==> src/dpf_pkg.sv <==
// Shared types and constants for the deduplicating packet FIFO.
// Used by dpf_ring, dpf_seq and the top level; depends on nothing else.
package dpf_pkg;

  localparam logic [1:0] REQ_ADD     = 2'd0;
  localparam logic [1:0] REQ_FORWARD = 2'd1;
  localparam logic [1:0] REQ_COUNT   = 2'd2;

  localparam int LIMIT_W = 11;
  localparam logic [LIMIT_W-1:0] LIMIT_RESET = 11'd1024;
  localparam logic [LIMIT_W-1:0] COUNT_MAX = 11'd2047;

  typedef struct packed {
    logic [15:0] src;
    logic [15:0] dst;
    logic [31:0] ts;
  } pkt_t;

  typedef struct packed {
    logic               ok;
    logic [15:0]        src;
    logic [15:0]        dst;
    logic [31:0]        ts;
    logic [LIMIT_W-1:0] count;
  } result_t;

  typedef enum logic [2:0] {
    ST_IDLE,
    ST_SCAN,
    ST_WRITE,
    ST_FWD_READ,
    ST_FWD_TAKE,
    ST_DONE
  } state_t;

endpackage

==> src/dpf_seq.sv <==
// Sequencer and shared compare unit that scan, append and pop ring entries.
// Depends on dpf_pkg; drives the ports of dpf_ring.
module dpf_seq #(
  parameter int DEPTH = 1024,
  parameter int IW = 10
) (
  input  logic                         clk,
  input  logic                         rst,
  input  logic                         in_valid,
  output logic                         in_ready,
  input  logic [1:0]                   req_type,
  input  logic [15:0]                  source,
  input  logic [15:0]                  destination,
  input  logic [31:0]                  timestamp,
  input  logic [31:0]                  start_time,
  input  logic [31:0]                  end_time,
  input  logic [dpf_pkg::LIMIT_W-1:0]  memory_limit,
  input  logic                         out_free,
  output logic                         res_load,
  output dpf_pkg::result_t             res,
  output logic                         rd_en,
  output logic [IW-1:0]                rd_addr,
  input  dpf_pkg::pkt_t                rd_data,
  output logic                         wr_en,
  output logic [IW-1:0]                wr_addr,
  output dpf_pkg::pkt_t                wr_data
);
  import dpf_pkg::*;

  localparam int OW = $clog2(DEPTH + 1);
  localparam int SW = OW + 1;
  localparam int CW = ((OW > LIMIT_W) ? OW : LIMIT_W) + 1;

  function automatic logic [IW-1:0] wrap(input logic [SW-1:0] s);
    if (s >= SW'(DEPTH)) begin
      return IW'(s - SW'(DEPTH));
    end
    return IW'(s);
  endfunction

  state_t state, state_next;
  logic [IW-1:0] head;
  logic [OW-1:0] occ;
  logic [OW-1:0] cnt;
  logic vld;
  logic found;
  logic [1:0] req;
  pkt_t pkt;
  logic [31:0] lo, hi;

  logic accept;
  logic scan_more;
  logic scan_end;
  logic dup_hit;
  logic cnt_hit;
  logic full;
  logic [CW-1:0] lim;
  logic [IW-1:0] head1, head2;
  logic [OW-1:0] occ1;
  logic over;

  assign accept = in_valid && in_ready;
  assign scan_more = cnt < occ;
  assign scan_end = !scan_more && !vld;
  assign dup_hit = vld && (rd_data == pkt);
  assign cnt_hit = vld && (rd_data.dst == pkt.dst) && (rd_data.ts >= lo) && (rd_data.ts <= hi);

  assign full = occ >= OW'(DEPTH);
  assign lim = (CW'(memory_limit) > CW'(DEPTH)) ? CW'(DEPTH) : CW'(memory_limit);
  assign head1 = full ? wrap(SW'(head) + SW'(1)) : head;
  assign occ1 = full ? occ : occ + OW'(1);
  assign over = CW'(occ1) > lim;
  assign head2 = over ? wrap(SW'(head1) + SW'(1)) : head1;

  always_comb begin
    state_next = state;
    case (state)
      ST_IDLE: begin
        if (in_valid) begin
          case (req_type)
            REQ_ADD, REQ_COUNT: state_next = ST_SCAN;
            REQ_FORWARD: state_next = (occ != '0) ? ST_FWD_READ : ST_DONE;
            default: state_next = ST_DONE;
          endcase
        end
      end
      ST_SCAN: begin
        if (scan_end) begin
          if (req == REQ_ADD && !found) begin
            state_next = ST_WRITE;
          end else begin
            state_next = ST_DONE;
          end
        end
      end
      ST_WRITE: state_next = ST_DONE;
      ST_FWD_READ: state_next = ST_FWD_TAKE;
      ST_FWD_TAKE: state_next = ST_DONE;
      ST_DONE: begin
        if (out_free) begin
          state_next = ST_IDLE;
        end
      end
      default: state_next = ST_IDLE;
    endcase
  end

  always_comb begin
    in_ready = 1'b0;
    rd_en = 1'b0;
    rd_addr = wrap(SW'(head) + SW'(cnt));
    wr_en = 1'b0;
    wr_addr = wrap(SW'(head) + SW'(occ));
    wr_data = pkt;
    res_load = 1'b0;
    case (state)
      ST_IDLE: in_ready = 1'b1;
      ST_SCAN: rd_en = scan_more;
      ST_WRITE: wr_en = 1'b1;
      ST_FWD_READ: begin
        rd_en = 1'b1;
        rd_addr = head;
      end
      ST_DONE: res_load = out_free;
      default: begin
      end
    endcase
  end

  always_ff @(posedge clk) begin
    if (rst) begin
      state <= ST_IDLE;
      head <= '0;
      occ <= '0;
      cnt <= '0;
      vld <= 1'b0;
      found <= 1'b0;
    end else begin
      state <= state_next;
      vld <= rd_en && (state == ST_SCAN);
      if (accept) begin
        cnt <= '0;
        found <= 1'b0;
      end
      if (state == ST_SCAN) begin
        if (scan_more) begin
          cnt <= cnt + OW'(1);
        end
        if (req == REQ_ADD && dup_hit) begin
          found <= 1'b1;
        end
      end
      if (state == ST_WRITE) begin
        head <= head2;
        occ <= over ? occ1 - OW'(1) : occ1;
      end
      if (state == ST_FWD_TAKE) begin
        head <= wrap(SW'(head) + SW'(1));
        occ <= occ - OW'(1);
      end
    end
  end

  always_ff @(posedge clk) begin
    if (accept) begin
      req <= req_type;
      pkt <= '{src: source, dst: destination, ts: timestamp};
      lo <= start_time;
      hi <= end_time;
      res <= '0;
    end
    if (state == ST_SCAN && req == REQ_COUNT && cnt_hit && res.count != COUNT_MAX) begin
      res.count <= res.count + LIMIT_W'(1);
    end
    if (state == ST_WRITE) begin
      res.ok <= 1'b1;
    end
    if (state == ST_FWD_TAKE) begin
      res.ok <= 1'b1;
      res.src <= rd_data.src;
      res.dst <= rd_data.dst;
      res.ts <= rd_data.ts;
    end
  end

endmodule

==> config.mk <==
export PLATFORM = sky130hd
export DESIGN_NAME = dpf_seq
export DESIGN_NICKNAME = d
export VERILOG_FILES = /design/src/dpf_pkg.sv /design/src/dpf_seq.sv
export SDC_FILE = /design/constraint.sdc
export NUM_CORES = 1
export LEC_CHECK = 0
export ABC_CLOCK_PERIOD_IN_PS = 6500
export BUFFER_PORTS_ARGS = -buffer_cell sky130_fd_sc_hd__clkbuf_2
export CORE_AREA = 2 2 167 169
export DETAILED_ROUTE_END_ITERATION = 10
export DIE_AREA = 0 0 169 171
export GPL_TIMING_DRIVEN = 1
export PLACE_DENSITY_LB_ADDON = 0.05
export SKIP_LAST_GASP = 1
export SLEW_MARGIN = 20
export SYNTH_ARGS = -nofsm -noshare
export SYNTH_HDL_FRONTEND = slang
export SYNTH_SLANG_ARGS = --single-unit
export TNS_END_PERCENT = 100
==> constraint.sdc <==
create_clock -name clk -period 6.5 [get_ports clk]
set_clock_uncertainty 0.15 [all_clocks]
set_input_delay 0.65 -clock clk [delete_from_list [all_inputs] [get_ports clk]]
set_output_delay 0.65 -clock clk [all_outputs]
set_load 0.01 [all_outputs]
# Word-level counts from Yosys, hierarchy flattened
# Cells that the tools add are included.
[classes]
n_addsub = 13
order_cmp = 10
n_eq_ne = 14
muxes = 45
reduce_logical = 25
[op_table]
columns = ["op", "count"]
rows = [
  ["$mux W10", 14],
  ["$mux W11", 9],
  ["$mux W75", 1],
  ["$eq A64 B64 Y1", 1],
  ["$mux W64", 1],
  ["$sub A10 B1 Y10 const B", 4],
  ["$add A11 B1 Y11 const B", 3],
  ["$ge A11 B11 Y1 const B", 3],
  ["$ge A32 B32 Y1", 1],
  ["$le A32 B32 Y1", 1],
  ["$add A10 B11 Y12", 2],
  ["$ge A12 B11 Y1 const B", 2],
  ["$add A10 B1 Y11 const B", 2],
  ["$sub A11 B1 Y11 const B", 2],
  ["$eq A16 B16 Y1", 1],
  ["$mux W3", 5],
  ["$pmux W3 S5", 1],
  ["$logic_and A1 B1 Y1", 12],
  ["$mux W1", 12],
  ["$gt A11 B11 Y1", 1],
  ["$gt A11 B11 Y1 const B", 1],
  ["$lt A11 B11 Y1", 1],
  ["$ne A11 B11 Y1 const B", 1],
  ["$reduce_bool A11 Y1", 1],
  ["other kinds (14)", 25],
]
[totals]
ff_bits = 243
input_bits = 209
out_inout_bits = 164

# Longest topological paths before layout
[depth]
ltp_word = 12
mapped_depth = 15
depth_no_buf = 13

# Worst setup path after synthesis
# OpenSTA, ideal clock, no wires.
[synth_path]
kind = "register -> register"
start = "reg state[1]"
end = "reg cnt[1]"
setup_ns = 0.132
t_arrival_ns = 4.244
required_time_ns = 6.218
path_slack_ns = 1.973
stages_incl_launch_ff = 7
path_buffers = 1
synth_period_minus_slack_ns = 4.527
cell_sequence = "dfxtp_1 > clkbuf_1 > nor3_1 > nand2_1 > inv_1 > or3_1 > a21oi_1"
[synth_via]
elab_chain_len = 6
word_cells_on_any_way = 7
cone_classes = "eq/ne: 1; mux: 4; reduce/logical: 2"
[synth_rtl]
columns = ["element", "line_no", "text"]
rows = [
  ["from (decl)", "dpf_seq.sv:41", "state_t state, state_next;"],
  ["from (signal assigned)", "dpf_seq.sv:139", "state <= state_next;"],
  ["$logic_not A3 Y1 *", "dpf_seq.sv:116", "case (state)"],
  ["$mux W1 *", "dpf_seq.sv:116", ""],
  ["named net in_ready", "dpf_seq.sv:10", "output logic in_ready,"],
  ["$logic_and A1 B1 Y1 *", "dpf_seq.sv:62", "assign accept = in_valid && in_ready;"],
  ["named net accept", "dpf_seq.sv:51", "logic accept;"],
  ["$mux W11 *", "dpf_seq.sv:141", "if (accept) begin"],
  ["$mux W11", "dpf_seq.sv:146", "if (scan_more) begin"],
  ["$mux W11 *", "dpf_seq.sv:145", "if (state == ST_SCAN) begin"],
  ["to (signal assigned)", "dpf_seq.sv:147", "cnt <= cnt + OW'(1);"],
  ["to (decl)", "dpf_seq.sv:44", "logic [OW-1:0] cnt;"],
]
# Mark *: on every way through the listed nets, which the timed path passes. The rest lies on a longest branch.
# A chain may end at the register's enable or synchronous reset.

# Worst setup path in the final report
[layout_path]
start = "reg head[0]"
end = "out rd_addr[8]"
[layout_via]
elab_chain_len = 5
word_cells_on_any_way = 7
cone_classes = "add/sub: 2; order compare: 1; mux: 4"
[layout_rtl]
columns = ["element", "line_no", "text"]
rows = [
  ["from (decl)", "dpf_seq.sv:42", "logic [IW-1:0] head;"],
  ["from (signal assigned)", "dpf_seq.sv:158", "head <= wrap(SW'(head) + SW'(1));"],
  ["$add A10 B11 Y12 *", "dpf_seq.sv:111", "rd_addr = wrap(SW'(head) + SW'(cnt));"],
  ["$sub A10 B1 Y10 or $ge A12 B11 Y1 (tied branches)", "dpf_seq.sv:36, dpf_seq.sv:35", ""],
  ["$mux W10 or $mux W1 (tied branches)", "dpf_seq.sv:35", "if (s >= SW'(DEPTH)) begin"],
  ["$mux W10 *", "dpf_seq.sv:38", "return IW'(s);"],
  ["$mux W10 *", "dpf_seq.sv:116", ""],
  ["to (decl)", "dpf_seq.sv:22", "output logic [IW-1:0] rd_addr,"],
]
# Every way passes the cells marked *; elsewhere a longest branch is shown, timed or not. The select of a mux whose other input is x is not followed.

==> flow_summary.ini <==
[power]
leakagePower_nw = 7.434
irDropWorstVdd_uv = 254.4
power.density_nw_per_um2 = 388.6

[floorplanning]
core_sq_um = 27320
die-area_sq_um = 28900
ios = 373
initial_utilization_pct = 48.97
fp.dieH_um = 171
die_x_um = 169
num_rows = 61

[synth]
synth_ff_type = edfxtp_1
synth_top_area_share_pct = 46.01
ys_ff_latch = 243
synth_largest_area_cell = edfxtp_1
synth_enable_flop_cells = 205
syn_inst = 1208
ys_seq_area_share_pct = 51.69
synth_area_sq_um = 13380
netlist-cell-type-count = 73
synth_nets = 1527
async_flop_share_pct = 0
yosysWarnings = 0
syn_area_per_cell_sq_um = 11.08
synthTopCellsByArea = edfxtp_1 46%, ha_1 10%, dfxtp_1 5.7%

[routing]
avgRoutedWirePerCell_um = 20.94
vias_per_cell = 5.500
detail-route-antenna-nets = 0
drc_errors = 0
drt-initial-drc-count = 628
routed_wl_um = 40650
firstDrtPassIters = 5
vias = 10680

[sta]
tightest_slew_ns = 1.092
rsz0062_at_grt = no
setup_viol = 0
hold_violations = 0
fin_setup_tns_ns = 0
fin_crit_ns = 4.349
setup_ws_ns = 2.151
min_period_over_period_pct = 66.91
whs_ns = 0.09795
max_freq_ghz = 0.2299
relSlewSlack_pct = 26.94
maxSlewViolCount = 0

[placement]
dp_hpwl_um = 31020
dp_slack_ns = 2.008
gp_congestion = 0.8962
port_buffers = 372

[global_routing]
grt_max_degree = 83
grt_usage_pct = 27.38
grt-ovfl-total = 0
antenna_found_initial = 4
grt_pass1_wl_um = 59970
grt_pass1_vias = 10360

[clock_tree]
clockRootBuffer = clkbuf_16
cts_tree = done
clk_pin_slew_worst_paths_ns = 0.06
clk_latency_ns = 0.57
cts_setup_buffers = 0
cts_inserted_buffers = 28
cts_hold_buf = 0
cts_buffer_depth = 3
cts_htree_levels = 1
cts.sinks = 243
cts.repair.resized = 0

[critical_path]
critPathMaxFanout = 15
ff2ff_setup_slack_ns = 2.30
end_kind = output pin
r2r_end = head[7]
cp_data_arrival_time_ns = 3.55
startpoint_type = flip-flop
path_class = flip-flop to output pin
r2r_cells = 12
cp.required_ns = 5.70
r2r_start = occ[10]

[worst_hold_path]
min_from = timestamp[31]
whs_path_depth = 1
hp-class = input port to flip-flop
min_to = wr_data[31]

[layout]
layout_commonest_cell = clkbuf_2
utilization_pct = 60.47
finalNetCount = 1890
drive_gt1_share_pct = 27.24
layout_common_cells = 372 x clkbuf_2, 205 x edfxtp_1, 108 x ha_1
final.fill_count = 2385
area_delta_synth_final_pct = 23.49

[run_status]
outcome = finished, final reports clean

[flow_run]
max_cap_viol_count = 0
-- final cells by class --
class                      count  area, sq um  share of cell area, %
antenna                        2        5.005                0.03029
clock buffer                  34        723.2                  4.377
clock inverter                18        234.0                  1.416
inverter                     107        406.6                  2.461
multi-input combinational    814         5901                  35.71
sequential                   243         6918                  41.87
tap                          346        432.9                  2.620
timing repair buffer         377         1903                  11.52
-- per-stage QoR --
step | instance area (sq um) | instances | total power [mW]
after detailed placement | 15550 | 1886 | 4.796
after global placement | 15550 | 1886 | 4.773
final | 16520 | 1941 | 6.421
after global routing | 16520 | 1939 | 6.775
after floorplan | 13380 | 1208 | 3.909
after CTS | 16510 | 1938 | 6.447
-- registers in the layout (all words and copies together), names as in the netlist --
name     flops
head        10
found        1
vld          1
hi          32
cnt         11
lo          32
occ         11
state        3
req          2
wr_data     64
res         76
-- routing by layer --
metal / wire length, um / share of wire [%] / track usage [%] / vias up
li1: - / - / - / 5163
met1: 16550 / 41 / 33.75 / 5071
met2: 20040 / 49 / 47.61 / 356
met3: 2655 / 6.5 / 6.361 / 80
met4: 1368 / 3.4 / 9.030 / 6
met5: 40 / 0.098 / 0 / -
-- cells by family (layout without fill, tap and decap cells) --
family	count (synthesis)	after routing	synth area share [%]
simple gates	367	367	14.48
compound gates	210	210	10.51
mux	5	5	0.3927
buf+inv	151	536	4.376
flops	243	243	51.69
xor+xnor	122	122	8.145
fa+ha+maj	110	110	10.40
other cells	0	2	0
-- critical path, cell delays in order, from the launching register on --
cell      delay, ns
dfxtp_1        0.62
ha_1           0.26
inv_1          0.06
fa_1           0.41
nor2b_1        0.13
o21ai_0        0.13
a21boi_0       0.26
o21ai_0        0.14
a21boi_0       0.24
o21ai_0        0.14
mux2i_1        0.14
a311oi_1       0.27
clkbuf_2       0.18
-- how the worst max path moves through the flow --
stage          startpoint         end  slack, ns  cells after the start
6_report          head[0]  rd_addr[8]       2.15                     12
5_1_grt           occ[10]     head[7]       1.90                     12
4_1_cts           occ[10]     head[8]       2.00                     11
3_5_place_dp      occ[10]     head[8]       2.01                     11
3_3_place_gp      occ[10]     head[8]       2.09                     11
2_1_floorplan    state[1]      cnt[1]       1.97                      6
-- power breakdown --
part	total [mW]	switching (mW)	internal (mW)
clock network	1.65	0.657	0.991
registers	2.53	0.299	2.23
logic	2.25	1.44	0.813
-- cell usage after synthesis (all sizes together) (9+ instances only) --
cell / n
a21o: 25
a21oi: 53
a31oi: 9
and3: 69
buf: 11
clkbuf: 33
dfxtp: 38
edfxtp: 205
ha: 108
inv: 105
nand2: 66
nand2b: 13
nand3: 29
nand4: 36
nor2: 70
nor2b: 12
nor3: 20
nor4: 21
o21a: 13
o21ai: 41
or3: 10
xnor2: 66
xor2: 55
Power figures use the tool's default switching activity.
